<file path="src/hbml_pkg.sv">
package hbml_pkg;

    localparam int DEF_MAX_BUCKETS = 256;
    localparam int DEF_MAX_MEMBERS = 1024;
    localparam int DEF_MAX_RUN     = 64;

    localparam int          HASH_SHIFT     = 5;
    localparam logic [10:0] TABLE_WORD_MAX = 11'h7FF;

    // request types
    localparam logic [1:0] REQ_LOAD_TABLE  = 2'd0;
    localparam logic [1:0] REQ_LOAD_MEMBER = 2'd1;
    localparam logic [1:0] REQ_NAME_BYTE   = 2'd2;
    localparam logic [1:0] REQ_END_NAME    = 2'd3;

    // result status codes
    localparam logic [1:0] ST_MEMBER    = 2'd0;
    localparam logic [1:0] ST_NONE      = 2'd1;
    localparam logic [1:0] ST_BAD_ORDER = 2'd2;
    localparam logic [1:0] ST_TRUNC     = 2'd3;

    // configuration register indexes
    localparam logic CFG_BUCKET_COUNT = 1'b0;
    localparam logic CFG_MEMBER_COUNT = 1'b1;

    typedef struct packed {
        logic       accept;      // input transfer this cycle
        logic       div_start;
        logic       tbl_rd_lo;   // read table[idx]
        logic       tbl_rd_hi;   // read table[idx+1], latch start
        logic       run_init;
        logic       mem_rd;
        logic       out_member;
        logic       out_flag;
        logic       flag_set;
        logic [1:0] flag_code;
    } cmd_t;

    typedef struct packed {
        logic div_busy;
        logic nm_zero;
        logic bad;
        logic empty;
        logic run_none;   // nothing to emit before the truncation flag
        logic run_last;
        logic run_trunc;
        logic out_free;
    } sts_t;

endpackage

</file>
<file path="src/hbml_ctrl.sv">
module hbml_ctrl (
    input  logic          aclk,
    input  logic          aresetn,
    input  logic          s_valid,
    input  logic [1:0]    s_req_type,
    output logic          s_ready,
    input  hbml_pkg::sts_t sts,
    output hbml_pkg::cmd_t cmd
);
    import hbml_pkg::*;

    localparam logic [2:0] S_IDLE = 3'd0;
    localparam logic [2:0] S_DIV  = 3'd1;
    localparam logic [2:0] S_TA   = 3'd2;
    localparam logic [2:0] S_TB   = 3'd3;
    localparam logic [2:0] S_CHK  = 3'd4;
    localparam logic [2:0] S_MRD  = 3'd5;
    localparam logic [2:0] S_MWR  = 3'd6;
    localparam logic [2:0] S_FLAG = 3'd7;

    logic [2:0] state_reg, state_next;

    assign s_ready = (state_reg == S_IDLE);

    always_comb begin
        state_next = state_reg;
        cmd        = '0;
        cmd.accept = s_valid && s_ready;
        case (state_reg)
            S_IDLE: begin
                if (cmd.accept && s_req_type == REQ_END_NAME) begin
                    if (sts.nm_zero) begin
                        cmd.flag_set  = 1'b1;
                        cmd.flag_code = ST_NONE;
                        state_next    = S_FLAG;
                    end else begin
                        cmd.div_start = 1'b1;
                        state_next    = S_DIV;
                    end
                end
            end
            S_DIV: begin
                if (!sts.div_busy) begin
                    state_next = S_TA;
                end
            end
            S_TA: begin
                cmd.tbl_rd_lo = 1'b1;
                state_next    = S_TB;
            end
            S_TB: begin
                cmd.tbl_rd_hi = 1'b1;
                state_next    = S_CHK;
            end
            S_CHK: begin
                if (sts.bad) begin
                    cmd.flag_set  = 1'b1;
                    cmd.flag_code = ST_BAD_ORDER;
                    state_next    = S_FLAG;
                end else if (sts.empty) begin
                    cmd.flag_set  = 1'b1;
                    cmd.flag_code = ST_NONE;
                    state_next    = S_FLAG;
                end else if (sts.run_none) begin
                    cmd.flag_set  = 1'b1;
                    cmd.flag_code = ST_TRUNC;
                    state_next    = S_FLAG;
                end else begin
                    cmd.run_init = 1'b1;
                    state_next   = S_MRD;
                end
            end
            S_MRD: begin
                cmd.mem_rd = 1'b1;
                state_next = S_MWR;
            end
            S_MWR: begin
                if (sts.out_free) begin
                    cmd.out_member = 1'b1;
                    if (!sts.run_last) begin
                        state_next = S_MRD;
                    end else if (sts.run_trunc) begin
                        cmd.flag_set  = 1'b1;
                        cmd.flag_code = ST_TRUNC;
                        state_next    = S_FLAG;
                    end else begin
                        state_next = S_IDLE;
                    end
                end
            end
            S_FLAG: begin
                if (sts.out_free) begin
                    cmd.out_flag = 1'b1;
                    state_next   = S_IDLE;
                end
            end
            default: begin
                state_next = S_IDLE;
            end
        endcase
    end

    always_ff @(posedge aclk) begin
        if (!aresetn) begin
            state_reg <= S_IDLE;
        end else begin
            state_reg <= state_next;
        end
    end

endmodule

</file>
<file path="config.mk">
export PLATFORM = sky130hd
export DESIGN_NAME = hbml_ctrl
export DESIGN_NICKNAME = d
export VERILOG_FILES = /design/src/hbml_pkg.sv /design/src/hbml_ctrl.sv
export SDC_FILE = /design/constraint.sdc
export NUM_CORES = 1
export LEC_CHECK = 0
export BUFFER_PORTS_ARGS = -buffer_cell sky130_fd_sc_hd__buf_2
export CAP_MARGIN = 0
export CORE_AREA = 4 4 41 43
export CTS_CLUSTER_DIAMETER = 60
export DETAILED_ROUTE_END_ITERATION = 8
export DIE_AREA = 0 0 45 47
export HOLD_SLACK_MARGIN = 0.1
export PLACE_DENSITY_LB_ADDON = 0.12
export SYNTH_ARGS = -nofsm -noshare
export SYNTH_HDL_FRONTEND = slang
export SYNTH_SLANG_ARGS = --single-unit
</file>
<file path="constraint.sdc">
create_clock -name aclk -period 1.2 [get_ports aclk]
set_input_delay 0 -clock aclk [delete_from_list [all_inputs] [get_ports aclk]]
set_output_delay 0 -clock aclk [all_outputs]
set_load 0.05 [all_outputs]
</file>
== After elaboration in Yosys (flattened, before gate mapping) ==
Index checks and enable logic that the tools add are counted.
Cells by class
  equality and inequality tests: 12
  muxes and demuxes: 32
  reduce and logical (&&, ||, !) cells: 4
Operator list (count)
  two-way mux 3 bit: 16
  one-hot mux 3 bit (8 select lines): 1
  two-way mux 1 bit: 13
  equality test 3 bit, second input constant: 4
  one-hot mux 3 bit (3 select lines): 1
  equality test 3 x 2 -> 1 bit, second input constant: 2
  inequality test 2 bit, second input constant: 3
  AND reduction 4 bit: 1
  equality test 3 x 1 -> 1 bit, second input constant: 1
  zero test 3 bit: 1
  equality test 2 bit, second input constant: 1
  logical AND 1 bit: 2
  two-way mux 2 bit: 1
  inequality test 2 x 1 -> 1 bit, second input constant: 1
Word-level totals
  register bits: 3
  bits of input ports: 13
  output and inout bits: 12
  logic and storage cells: 49

== Logic depth before layout (Yosys ltp) ==
Gate-level depths: netlist of run 1.
  depth in word-level cells: 5
  depth in mapped cells: 5
  depth with buffers taken out: 4

== Worst setup path after synthesis of run 1 ==
OpenSTA, ideal clock, no wires.
  path type: register -> output
  start point: register state_reg[0]
  end point: output port cmd[9] in the netlist's numbering
  data arrival time: 2.057 ns
  data required time: 1.200 ns
  setup slack: -0.857 ns
  cell stages (with the launch flop): 4
  buffers on the path: 1
  cells stage by stage: dfxtp_1 buf_6 nand4b_4 nor4_1
RTL lines
  start, declared: line hbml_ctrl.sv:21  | logic [2:0] state_reg, state_next;
  start signal, assigned: line hbml_ctrl.sv:107  | state_reg <= state_next;
  end, declared: line hbml_ctrl.sv:8  | output hbml_pkg::cmd_t cmd

==> metrics.json, run 1 <==
{
  "n_fill_cell": {"value": 92},
  "placedInstanceArea": {"value": 710.7, "unit": "um2"},
  "largest_reg_flops": {"value": 3},
  "multi_input_area": {"value": 439.2, "unit": "um2"},
  "combPwrFrac": {"value": 77.6, "unit": "%"},
  "final_instance_area": {"value": 965.9, "unit": "um2"},
  "synth_area_leaders": {"value": "sky130_fd_sc_hd__dfxtp_1 15%, sky130_fd_sc_hd__a21oi_1 6.5%, sky130_fd_sc_hd__nand4b_4 6.1%, sky130_fd_sc_hd__buf_6 5.8%, sky130_fd_sc_hd__o32ai_1 4.5%"},
  "worst-endpoint-arrival": {"value": 1.32, "unit": "ns"},
  "synthesized_net_count": {"value": 63},
  "synth-main-ff-cell": {"value": "sky130_fd_sc_hd__dfxtp_1"},
  "clock_skew": {"value": 0.002185, "unit": "ns"},
  "final_worst_setup_slack": {"value": -0.1208, "unit": "ns"},
  "clock_path_buffers": {"value": 2},
  "dr.first_iter.drc_count": {"value": 4},
  "globalRoute.busiestLayer": {"value": "met2"},
  "synthMostInstantiatedCell": {"value": "sky130_fd_sc_hd__a21oi_1"},
  "cells_after_synth": {"value": 50},
  "placed_cells": {"value": 101},
  "synth_top_area_share": {"value": 15.48, "unit": "%"},
  "via_count": {"value": 599},
  "power.share.switching": {"value": 45.83, "unit": "%"},
  "finalNetCount": {"value": 112},
  "grt_setup_unrepaired": {"value": "yes"},
  "post_synth.cell_area_avg": {"value": 7.757, "unit": "um2"},
  "number_of_flops_mapped_to_enable_cells_by_yosys": {"value": 0},
  "setup_tns_final": {"value": -0.8094, "unit": "ns"},
  "post_layout_nonfiller_instances": {"value": 113},
  "timing.critical_path.required": {"value": 1.20, "unit": "ns"},
  "headroom_to_the_max_slew_limit": {"value": 81.50, "unit": "%"},
  "globalplace.congestion": {"value": 0.7857},
  "power.share.clock": {"value": 10.6, "unit": "%"},
  "worst_setup_path_end_kind": {"value": "primary output"},
  "wl": {"value": 1.659, "unit": "mm"},
  "setup-violations-final": {"value": 12},
  "grt_util_met1": {"value": 18.37, "unit": "%"},
  "crit_path_start_kind": {"value": "register"},
  "cap_violations": {"value": 0},
  "io-pin-count": {"value": 25},
  "post-route-util": {"value": 74.23, "unit": "%"},
  "core-area": {"value": 0.001301, "unit": "mm2"},
  "placement.io_buffers": {"value": 24},
  "synth-async-reset-ratio": {"value": 0, "unit": "%"},
  "detail_route.drc_violations": {"value": 0},
  "power.sequential.fraction": {"value": 11.9, "unit": "%"},
  "post_drt_via_cell_ratio": {"value": 5.301},
  "ys_warn_count": {"value": 0},
  "internal-power": {"value": 858.8, "unit": "uW"},
  "synth_top_cells_by_count": {"value": "5 x sky130_fd_sc_hd__a21oi_1, 3 x sky130_fd_sc_hd__dfxtp_1, 3 x sky130_fd_sc_hd__nand2_1, 3 x sky130_fd_sc_hd__nor2_1, 3 x sky130_fd_sc_hd__nor3_1"},
  "total_power": {"value": 1585, "unit": "uW"},
  "synth_sequential_area_ratio": {"value": 15.48, "unit": "%"},
  "cp_max_fo": {"value": 4},
  "floorplan.die.width": {"value": 45, "unit": "um"},
  "final_hold_viol_count": {"value": 0},
  "power_switching": {"value": 726.5, "unit": "uW"},
  "timing_max_transition_violations_final": {"value": 0},
  "holdCritPathClass": {"value": "in -> reg"},
  "post_synth_instance_area": {"value": 387.9, "unit": "um2"},
  "status": {"value": "finished with violations"},
  "synth_largest_area_cell": {"value": "sky130_fd_sc_hd__dfxtp_1"},
  "placement_rows": {"value": 13},
  "clock_insertion_delay_worst_skew": {"value": 0.22, "unit": "ns"},
  "detailed_router_iteration_count_before_antenna_repair": {"value": 4},
  "number_of_nets_with_antenna_violations_after_routing": {"value": 0},
  "timing.fmax": {"value": 0.7571, "unit": "GHz"},
  "yosys_register_bits": {"value": 3},
  "power_density": {"value": 1641, "unit": "mW/mm2"},
  "post_route_cells_drive_above_1_share": {"value": 73.47, "unit": "%"},
  "ir_worst_vdd": {"value": 0.9086, "unit": "mV"},
  "antenna_cells": {"value": 0},
  "grt_util_met3": {"value": 3.448, "unit": "%"},
  "grt.met2_usage": {"value": 31.64, "unit": "%"},
  "grt_pass1_wl": {"value": 2.594, "unit": "mm"},
  "cts_tree": {"value": "built"},
  "vias_in_the_first_global_route": {"value": 605},
  "cts_num_sinks": {"value": 3},
  "cts_htree_levels": {"value": 1},
  "post-route-period-util": {"value": 110.1, "unit": "%"},
  "failed_checks": {"value": "negative setup slack"},
  "grt_antenna_before_repair": {"value": 0},
  "cts_root_buffer": {"value": "sky130_fd_sc_hd__clkbuf_4"},
  "power.static_leakage": {"value": 0.0004316, "unit": "uW"},
  "place_hpwl": {"value": 1.186, "unit": "mm"},
  "final-seq-area": {"value": 68.82, "unit": "um2"},
  "maximum_number_of_pins_on_one_net_before_global_route_repair": {"value": 8},
  "cts.clk_slew.worst_paths": {"value": 0.03, "unit": "ns"},
  "global_route.overflow_total": {"value": 0},
  "synth_cell_type_count": {"value": 31},
  "track_usage": {"value": 16.42, "unit": "%"},
  "worst-slew-pin-transition": {"value": 0.2776, "unit": "ns"},
  "floorplan.initialDensity": {"value": 29.81, "unit": "%"},
  "wire_per_inst": {"value": 14.68, "unit": "um"},
  "synthToLayoutAreaGrowth": {"value": 149.0, "unit": "%"},
  "die_height": {"value": 47, "unit": "um"},
  "worstSetupPathType": {"value": "reg -> out"},
  "period_needed": {"value": 1.321, "unit": "ns"},
  "die-area": {"value": 0.002115, "unit": "mm2"},
  "number_of_buffers_created_by_cts": {"value": 3}
}
[worst paths after layout]
check / from / endpoint / slack [ns] / cells after the start
worst max-delay path: state_reg[0] / cmd[0] / -0.12 / 6
worst min-delay path: sts[7] / state_reg[1] / 0.16 / 4
worst max register to register: state_reg[0] / state_reg[2] / -0.09 / 7
worst min register to register: state_reg[2] / state_reg[2] / 0.68 / 3
[what timing repair did]
action	CTS	global route
pin swaps	5	10
setup endpoints to repair	15	14
endpoints found under the hold margin	3	0
resized for setup	31	15
buffers inserted	4	4
hold buffers	2	0
[cell usage in the layout (no fill, tap or decap), types with 2 or more instances in the layout]
master                          netlist  layout
sky130_fd_sc_hd__buf_2                0      13
sky130_fd_sc_hd__dfxtp_4              0       2
sky130_fd_sc_hd__inv_1                2       2
sky130_fd_sc_hd__clkbuf_4             0       3
sky130_fd_sc_hd__dlygate4sd3_1        0       2
sky130_fd_sc_hd__nand2b_1             2       2
sky130_fd_sc_hd__nor3_2               0       2
sky130_fd_sc_hd__nor2_1               3       2
sky130_fd_sc_hd__nor4_4               0       2
sky130_fd_sc_hd__buf_6                2      17
sky130_fd_sc_hd__nand2_1              3       2
sky130_fd_sc_hd__buf_4                1      14
sky130_fd_sc_hd__a21oi_1              5       5
sky130_fd_sc_hd__a31oi_1              2       2
[cells by family (layout without fill, tap and decap cells)]
logic type | Yosys count | count (layout) | synth area share (%)
simple gates | 24 | 24 | 41.94
compound gates | 17 | 17 | 30.65
flops | 3 | 3 | 15.48
buf+inv | 6 | 54 | 11.94
[layer usage]
layer	part of all wire, %	vias to the layer above
li1	-	290
met1	36	284
met2	58	23
met3	5.9	2
met4	0.36	0
met5	0	-
[power by group through the flow]
stage               clock network, uW  registers (uW)  logic (uW)
floorplan                           0             155         634
global placement                    0             180         891
detailed placement                  0             183         896
CTS                               175             190        1060
global route                      183             193        1300
finish                            168             188        1230
[through the flow]
stage	hold slack, ns	worst slack (ns)
finish	0.1587	-0.1208
detailed placement	0.2624	-0.08357
global placement	0.2594	-0.07686
global route	0.1771	-0.1892
CTS	0.1380	-0.1367
floorplan	0.06553	-0.2940
[layout make-up]
cell class / count / area share (%)
Multi-Input combinational cell: 41 / 45.47
Timing Repair Buffer: 47 / 41.06
Sequential cell: 3 / 7.124
Clock buffer: 4 / 2.720
Tap cell: 15 / 1.943
Inverter: 3 / 1.684
[critical path, stage by stage (launching register included)]
cell                       delay [ns]
sky130_fd_sc_hd__dfxtp_2         0.32
sky130_fd_sc_hd__buf_6           0.13
sky130_fd_sc_hd__inv_6           0.07
sky130_fd_sc_hd__nand3b_4        0.08
sky130_fd_sc_hd__buf_6           0.14
sky130_fd_sc_hd__o31ai_4         0.17
sky130_fd_sc_hd__buf_6           0.18
No activity file was read; power rests on OpenSTA's default activity.
==> inputs of run 2 (changes only) <==
--- a/config.mk
+++ b/config.mk
@@ -13,6 +13,7 @@
 export DIE_AREA = 0 0 45 47
 export HOLD_SLACK_MARGIN = 0.1
 export PLACE_DENSITY_LB_ADDON = 0.12
+export SKIP_LAST_GASP = 1
 export SYNTH_ARGS = -nofsm -noshare
 export SYNTH_HDL_FRONTEND = slang
 export SYNTH_SLANG_ARGS = --single-unit
==> run 2 against run 1 <==
  * The run still ends with negative setup slack left
  * Cell count is 1.8% lower
  * Fmax is 0.31% lower
  * Count of clock-buffer cells in the layout stayed put
  * Clock skew hardly changed
  * Design area is 2.7% lower
  * Wire length is 5.7% lower
  * Utilization is 2.0 points lower
  * Critical path depth is 2 lower
  * Sequential power is 4% higher
  * Critical path type unchanged
==> metrics.json, run 2 (synthesized netlist as in run 1, its figures left out) <==
{
  "global_route.overflow_total": {"value": 0, "change": "unchanged"},
  "finalNetCount": {"value": 110, "change": "-1.8%"},
  "post_drt_via_cell_ratio": {"value": 5.189, "change": "-2.1%"},
  "post_layout_nonfiller_instances": {"value": 111, "change": "-1.8%"},
  "synthToLayoutAreaGrowth": {"value": 142.3, "unit": "%"},
  "grt_antenna_before_repair": {"value": 0, "change": "unchanged"},
  "io-pin-count": {"value": 25, "change": "unchanged"},
  "critPathSlowestCell": {"value": "sky130_fd_sc_hd__dfxtp_4"},
  "via_count": {"value": 576, "change": "-3.8%"},
  "most_frequent_standard_cell_in_the_layout_excluding_fill_and_tap_cells": {"value": "sky130_fd_sc_hd__buf_6"},
  "cpPeakStageDelay": {"value": 0.40, "unit": "ns", "change": "+0.08 ns"},
  "wire_per_inst": {"value": 14.10, "unit": "um", "change": "-4.0%"},
  "clock_insertion_delay_worst_skew": {"value": 0.23, "unit": "ns", "change": "about the same"},
  "failed_checks": {"value": "negative setup slack"},
  "die-area": {"value": 0.002115, "unit": "mm2", "change": "unchanged"},
  "post-route-period-util": {"value": 110.4, "unit": "%", "change": "+0.34 points"},
  "dr.first_iter.drc_count": {"value": 10, "change": "+6"},
  "vias_in_the_first_global_route": {"value": 605, "change": "unchanged"},
  "detail_route.drc_violations": {"value": 0, "change": "unchanged"},
  "floorplan.die.width": {"value": 45, "unit": "um", "change": "unchanged"},
  "cts_tree": {"value": "built"},
  "number_of_buffers_created_by_cts": {"value": 3, "change": "unchanged"},
  "period_needed": {"value": 1.325, "unit": "ns", "change": "+0.004042 ns"},
  "crit_path_frequent_cell": {"value": "sky130_fd_sc_hd__buf_6"},
  "clock_path_buffers": {"value": 2, "change": "unchanged"},
  "worst-slew-pin-transition": {"value": 0.2775, "unit": "ns", "change": "-0.00003862 ns"},
  "critical_path.n_buffers_inverters": {"value": 2, "change": "-2"},
  "detailed_router_iteration_count_before_antenna_repair": {"value": 4, "change": "unchanged"},
  "maximum_number_of_pins_on_one_net_before_global_route_repair": {"value": 8, "change": "unchanged"},
  "power.static_leakage": {"value": 0.0004199, "unit": "uW", "change": "-2.7%"},
  "timing.critical_path.required": {"value": 1.20, "unit": "ns", "change": "about the same"},
  "grt_setup_unrepaired": {"value": "yes"},
  "cts_htree_levels": {"value": 1, "change": "unchanged"},
  "post-place-ws": {"value": -0.08357, "unit": "ns", "change": "unchanged"},
  "die_height": {"value": 47, "unit": "um", "change": "unchanged"},
  "timing_max_transition_violations_final": {"value": 0, "change": "unchanged"},
  "worst_r2r_path_depth": {"value": 5, "change": "-2"},
  "worst_r2r_endpoint": {"value": "state_reg[2]"},
  "n_fill_cell": {"value": 93, "change": "+1.1%"},
  "hold_path_startpoint": {"value": "sts[7]"},
  "cts_num_sinks": {"value": 3, "change": "unchanged"},
  "placement.io_buffers": {"value": 24, "change": "unchanged"},
  "ir_worst_vdd": {"value": 0.8703, "unit": "mV", "change": "-4.2%"},
  "holdCritPathClass": {"value": "in -> reg"},
  "timing.fmax": {"value": 0.7548, "unit": "GHz", "change": "-0.31%"},
  "hold_slack": {"value": 0.1497, "unit": "ns", "change": "-0.008965 ns"},
  "track_usage": {"value": 16.42, "unit": "%", "change": "unchanged"},
  "worst_setup_path_end_kind": {"value": "primary output"},
  "place_hpwl": {"value": 1.186, "unit": "mm", "change": "unchanged"},
  "reg2reg_setup_slack": {"value": -0.08, "unit": "ns", "change": "about the same"},
  "holdPathEnd": {"value": "state_reg[1]"},
  "globalplace.congestion": {"value": 0.7857, "change": "unchanged"},
  "wl": {"value": 1.565, "unit": "mm", "change": "-5.7%"},
  "clock_skew": {"value": 0.002194, "unit": "ns", "change": "+0.000008820 ns"},
  "floorplan.initialDensity": {"value": 29.81, "unit": "%", "change": "unchanged"},
  "cp_max_fo": {"value": 6, "change": "+2"},
  "worstSetupPathType": {"value": "reg -> out"},
  "final_hold_viol_count": {"value": 0, "change": "unchanged"},
  "power_density": {"value": 1630, "unit": "mW/mm2", "change": "-0.71%"},
  "cell_count_of_the_worst_hold_path": {"value": 4, "change": "unchanged"},
  "crit_path_start_kind": {"value": "register"},
  "most_frequent_cells_in_the_layout": {"value": "16 x sky130_fd_sc_hd__buf_6, 13 x sky130_fd_sc_hd__buf_2, 13 x sky130_fd_sc_hd__buf_4, 5 x sky130_fd_sc_hd__a21oi_1, 3 x sky130_fd_sc_hd__clkbuf_4"},
  "largest_reg_flops": {"value": 3, "change": "unchanged"},
  "setup-violations-final": {"value": 10, "change": "-2"},
  "number_of_nets_with_antenna_violations_after_routing": {"value": 0, "change": "unchanged"},
  "final_worst_setup_slack": {"value": -0.1249, "unit": "ns", "change": "-0.004042 ns"},
  "cpLargestDelayFamily": {"value": "flip-flops"},
  "placed_cells": {"value": 101, "change": "unchanged"},
  "post_route_cells_drive_above_1_share": {"value": 71.88, "unit": "%", "change": "-1.6 points"},
  "worst-endpoint-arrival": {"value": 1.32, "unit": "ns", "change": "about the same"},
  "antenna_cells": {"value": 0, "change": "unchanged"},
  "core-area": {"value": 0.001301, "unit": "mm2", "change": "unchanged"},
  "cts.clk_slew.worst_paths": {"value": 0.03, "unit": "ns", "change": "about the same"},
  "grt_pass1_wl": {"value": 2.594, "unit": "mm", "change": "unchanged"},
  "placement_rows": {"value": 13, "change": "unchanged"},
  "cts_root_buffer": {"value": "sky130_fd_sc_hd__clkbuf_4"},
  "headroom_to_the_max_slew_limit": {"value": 81.50, "unit": "%", "change": "about the same"},
  "cap_violations": {"value": 0, "change": "unchanged"},
  "status": {"value": "finished with violations"},
  "r2r_start": {"value": "state_reg[2]"},
  "worstPathCellList": {"value": "nand3_4 > buf_6 > o32ai_4 > buf_6"}
}
run 2: cell count changes in the layout (fill, tap and decap cells not counted):
| cell | delta |
|---|---|
| sky130_fd_sc_hd__nor3b_4 | -1 |
| sky130_fd_sc_hd__buf_6 | -1 |
| sky130_fd_sc_hd__nor3_4 | +1 |
| sky130_fd_sc_hd__buf_4 | -1 |
| sky130_fd_sc_hd__nor2b_4 | -1 |
| sky130_fd_sc_hd__nor3_2 | -1 |
| sky130_fd_sc_hd__nor3b_2 | +1 |
| sky130_fd_sc_hd__nor2b_1 | +1 |
run 2: where the power goes:
group	total, uW	leakage (uW)	internal (uW)	switching [uW]
Clock	168	0.0000150	124	43.9
Combinational	1170	0.000379	556	611
Sequential	195	0.0000264	139	56.7
run 2: worst min-delay path, cell delays in order:
cell and delay [ns]:
sky130_fd_sc_hd__buf_2 0.09, sky130_fd_sc_hd__o211ai_1 0.08, sky130_fd_sc_hd__nand2_1 0.11, sky130_fd_sc_hd__a31oi_1 0.05
run 2: repair_timing:
action / in CTS / in global routing
gates resized for setup: 30 / 13
endpoints found under the setup margin: 15 / 14
gates cloned: 0 / 0
hold endpoints to repair: 3 / 0
setup buffers: 4 / 2
hold buffers: 2 / 0
pin swaps: 5 / 6
run 2: area by class of cell:
class	count	area (um2)	share of cell area [%]
inverters	3	16.27	1.731
well taps	15	18.77	1.997
clock buffers	4	26.28	2.796
multi-input cells	41	431.7	45.94
flip-flops and latches	3	68.82	7.324
repair buffers	45	377.9	40.21
run 2: metrics by stage:
stage	total power (uW)	cell area (um2)	TNS [ns]	utilization, %
after detailed placement	1079	710.7	-0.3291	54.62
after CTS	1427	873.3	-0.6670	67.12
after global placement	1072	710.7	-0.2532	54.62
after global routing	1627	939.7	-1.349	72.21
final	1531	939.7	-0.7189	72.21
after floorplan	788.7	489.2	-0.7191	-
run 2: routing by layer:
metal  up-vias  GRT usage (%)  wire length [um]
li1        284              -                 -
met5         -              0                 0
met3         0          3.448                65
met4         0          3.509                 0
met2        16          31.64               919
met1       276          18.37               580
run 2: worst max path at each step:
stage / startpoint / to / slack [ns] / depth (start not counted)
final: state_reg[2] / cmd[1] / -0.12 / 4
after global routing: state_reg[0] / cmd[0] / -0.19 / 6
after CTS: state_reg[0] / cmd[0] / -0.14 / 6
after detailed placement: state_reg[1] / cmd[1] / -0.08 / 4
after global placement: state_reg[0] / state_reg[2] / -0.08 / 6
after floorplan: state_reg[1] / cmd[9] / -0.29 / 2
==> inputs of run 3 (changes only) <==
--- a/config.mk
+++ b/config.mk
@@ -17,3 +17,4 @@
 export SYNTH_ARGS = -nofsm -noshare
 export SYNTH_HDL_FRONTEND = slang
 export SYNTH_SLANG_ARGS = --single-unit
+export TNS_END_PERCENT = 1
==> run 3 against run 2 <==
  * The run still ends with negative setup slack left
  * Clock power grew 4%
  * Register-to-register slack gained 0.08 ns
  * Count of clock-buffer cells in the layout is the same
  * Cell count shrank 0.90%
  * Critical path type unchanged
  * Largest power group unchanged
==> metrics.json, run 3 (synthesized netlist as in run 1, its figures left out) <==
{
  "status": {"value": "finished with violations"},
  "failed_checks": {"value": "negative setup slack"},
  "final_worst_setup_slack": {"value": -0.1754, "unit": "ns", "change": "-0.05052 ns"},
  "crit_path_start_kind": {"value": "register"},
  "r2r_start": {"value": "state_reg[2]"},
  "holdPathEnd": {"value": "state_reg[1]"},
  "cts_root_buffer": {"value": "sky130_fd_sc_hd__clkbuf_4"},
  "finalNetCount": {"value": 109, "change": "-0.91%"},
  "post-route-util": {"value": 65.29, "unit": "%", "change": "-6.9 points"},
  "floorplan.initialDensity": {"value": 29.81, "unit": "%", "change": "unchanged"},
  "grt_util_met1": {"value": 14.74, "unit": "%", "change": "-3.6 points"},
  "cell_count_of_the_worst_hold_path": {"value": 4, "change": "unchanged"},
  "holdCritPathClass": {"value": "in -> reg"},
  "number_of_nets_with_antenna_violations_after_routing": {"value": 0, "change": "unchanged"},
  "post_route_cells_drive_above_1_share": {"value": 66.32, "unit": "%", "change": "-5.6 points"},
  "clock_path_buffers": {"value": 2, "change": "unchanged"},
  "power.static_leakage": {"value": 0.0004105, "unit": "uW", "change": "-2.3%"},
  "largest_reg_flops": {"value": 3, "change": "unchanged"},
  "detail_route.drc_violations": {"value": 0, "change": "unchanged"},
  "cpPeakStageDelay": {"value": 0.35, "unit": "ns", "change": "-0.05 ns"},
  "cts_htree_levels": {"value": 1, "change": "unchanged"},
  "globalRoute.busiestLayer": {"value": "met2"},
  "dr.first_iter.drc_count": {"value": 9, "change": "-1"},
  "die_height": {"value": 47, "unit": "um", "change": "unchanged"},
  "critical_path.n_buffers_inverters": {"value": 4, "change": "+2"},
  "synthToLayoutAreaGrowth": {"value": 119.0, "unit": "%"},
  "maximum_number_of_pins_on_one_net_before_global_route_repair": {"value": 9, "change": "+1"},
  "io-pin-count": {"value": 25, "change": "unchanged"},
  "worst-endpoint-arrival": {"value": 1.38, "unit": "ns", "change": "+0.06 ns"},
  "die-area": {"value": 0.002115, "unit": "mm2", "change": "unchanged"},
  "cap_violations": {"value": 0, "change": "unchanged"},
  "grt_antenna_before_repair": {"value": 0, "change": "unchanged"},
  "number_of_buffers_created_by_cts": {"value": 3, "change": "unchanged"},
  "n_fill_cell": {"value": 117, "change": "+26%"},
  "cts.clk_slew.worst_paths": {"value": 0.04, "unit": "ns", "change": "about the same"},
  "cp_max_fo": {"value": 6, "change": "unchanged"},
  "headroom_to_the_max_slew_limit": {"value": 83.47, "unit": "%", "change": "+2.0 points"},
  "placement.io_buffers": {"value": 24, "change": "unchanged"},
  "timing.critical_path.required": {"value": 1.20, "unit": "ns", "change": "about the same"},
  "vias_in_the_first_global_route": {"value": 526, "change": "-13%"},
  "clock_skew": {"value": 0.001227, "unit": "ns", "change": "-0.0009671 ns"},
  "setup-violations-final": {"value": 12, "change": "+2"},
  "detailed_router_iteration_count_before_antenna_repair": {"value": 3, "change": "-1"},
  "worst_setup_path_end_kind": {"value": "primary output"},
  "hold_path_startpoint": {"value": "sts[7]"},
  "post_drt_via_cell_ratio": {"value": 5.027, "change": "-3.1%"},
  "grt_pass1_wl": {"value": 2.111, "unit": "mm", "change": "-19%"},
  "final_hold_viol_count": {"value": 0, "change": "unchanged"},
  "final_instance_area": {"value": 849.6, "unit": "um2", "change": "-9.6%"},
  "wire_per_inst": {"value": 13.15, "unit": "um", "change": "-6.8%"},
  "globalplace.congestion": {"value": 0.7576, "change": "-3.6%"},
  "core-area": {"value": 0.001301, "unit": "mm2", "change": "unchanged"},
  "period_needed": {"value": 1.375, "unit": "ns", "change": "+0.05052 ns"},
  "grt_util_met3": {"value": 3.831, "unit": "%", "change": "+0.38 points"},
  "critPathSlowestCell": {"value": "sky130_fd_sc_hd__dfxtp_4"},
  "placement_rows": {"value": 13, "change": "unchanged"},
  "grt.met2_usage": {"value": 25.71, "unit": "%", "change": "-5.9 points"},
  "most_frequent_standard_cell_in_the_layout_excluding_fill_and_tap_cells": {"value": "sky130_fd_sc_hd__buf_2"},
  "post-route-period-util": {"value": 114.6, "unit": "%", "change": "+4.2 points"},
  "cpLargestDelayFamily": {"value": "buffers and inverters"},
  "multi_input_area": {"value": 367.9, "unit": "um2", "change": "-15%"},
  "clock_insertion_delay_worst_skew": {"value": 0.23, "unit": "ns", "change": "about the same"},
  "global_route.overflow_total": {"value": 0, "change": "unchanged"},
  "power_density": {"value": 1652, "unit": "mW/mm2", "change": "+1.4%"},
  "final-seq-area": {"value": 67.56, "unit": "um2", "change": "-1.8%"},
  "worst_r2r_endpoint": {"value": "state_reg[2]"},
  "worst_r2r_path_depth": {"value": 5, "change": "unchanged"},
  "timing_max_transition_violations_final": {"value": 0, "change": "unchanged"},
  "worstPathCellList": {"value": "buf_12 > clkinv_8 > nand3b_4 > buf_4 > nor4_4 > buf_6"},
  "most_frequent_cells_in_the_layout": {"value": "16 x sky130_fd_sc_hd__buf_2, 15 x sky130_fd_sc_hd__buf_4, 10 x sky130_fd_sc_hd__buf_6, 5 x sky130_fd_sc_hd__a21oi_1"},
  "reg2reg_setup_slack": {"value": 0, "unit": "ns", "change": "+0.08 ns"},
  "grt_setup_unrepaired": {"value": "yes"},
  "place_hpwl": {"value": 1.049, "unit": "mm", "change": "-12%"},
  "antenna_cells": {"value": 0, "change": "unchanged"},
  "placedInstanceArea": {"value": 674.4, "unit": "um2", "change": "-5.1%"},
  "worstSetupPathType": {"value": "reg -> out"},
  "worst-slew-pin-transition": {"value": 0.2461, "unit": "ns", "change": "-0.03144 ns"},
  "floorplan.die.width": {"value": 45, "unit": "um", "change": "unchanged"},
  "wl": {"value": 1.446, "unit": "mm", "change": "-7.6%"},
  "cts_tree": {"value": "built"},
  "ir_worst_vdd": {"value": 1.124, "unit": "mV", "change": "+29%"},
  "via_count": {"value": 553, "change": "-4.0%"},
  "track_usage": {"value": 13.10, "unit": "%", "change": "-3.3 points"},
  "cts_num_sinks": {"value": 3, "change": "unchanged"},
  "timing.fmax": {"value": 0.7271, "unit": "GHz", "change": "-3.7%"}
}
==> run 3: worst max path at each step <==
stage	from	to	depth (start not counted)
3_5_place_dp	state_reg[2]	state_reg[2]	5
3_3_place_gp	state_reg[0]	cmd[2]	6
5_1_grt	state_reg[0]	cmd[6]	6
2_1_floorplan	state_reg[2]	cmd[2]	5
4_1_cts	state_reg[0]	cmd[6]	6
6_report	state_reg[0]	cmd[6]	6
==> run 3: final cells by class <==
class                   instances  area share, %
multi-input cells              41          43.30
flip-flops and latches          3          7.953
well taps                      15          2.209
repair buffers                 44          40.65
clock buffers                   4          3.093
inverters                       3          2.798
==> run 3: tightest hold or removal path, stage by stage <==
cell	delay [ns]
sky130_fd_sc_hd__buf_2	0.09
sky130_fd_sc_hd__o211ai_1	0.07
sky130_fd_sc_hd__nand2_1	0.10
sky130_fd_sc_hd__a31oi_1	0.05
==> run 3: power by group <==
| part | internal (uW) | total, uW | switching, uW |
|---|---|---|---|
| clock network | 125 | 175 | 50.9 |
| registers | 138 | 176 | 38.0 |
| logic | 478 | 1050 | 574 |
| total | 741 | 1400 | 663 |
==> run 3: what timing repair did <==
action                     4_1_cts  5_1_grt
hold endpoints to repair         3        0
buffers inserted                 0        2
hold buffers                     2        0
gates resized for setup         18       14
setup endpoints to repair       15       15
pin swaps                        2        2
==> run 3: layer usage <==
layer,vias up,share of wire (%)
li1,286,-
met1,250,39
met2,17,54
met3,0,7.3
met4,0,0
met5,-,0
==> run 3: metrics by stage <==
stage                     std cells  total power [uW]  setup TNS, ns  hold slack [ns]  setup WS, ns
after floorplan                  50             757.3         -1.546           0.1027       -0.3102
after global placement          102              1060        -0.1252           0.2664      -0.04623
after detailed placement        102              1064       -0.06416           0.2696      -0.03336
after CTS                       108              1332         -1.485           0.1312       -0.1550
after global routing            110              1493         -2.155           0.1606       -0.2321
final                           110              1404         -1.247           0.1365       -0.1754
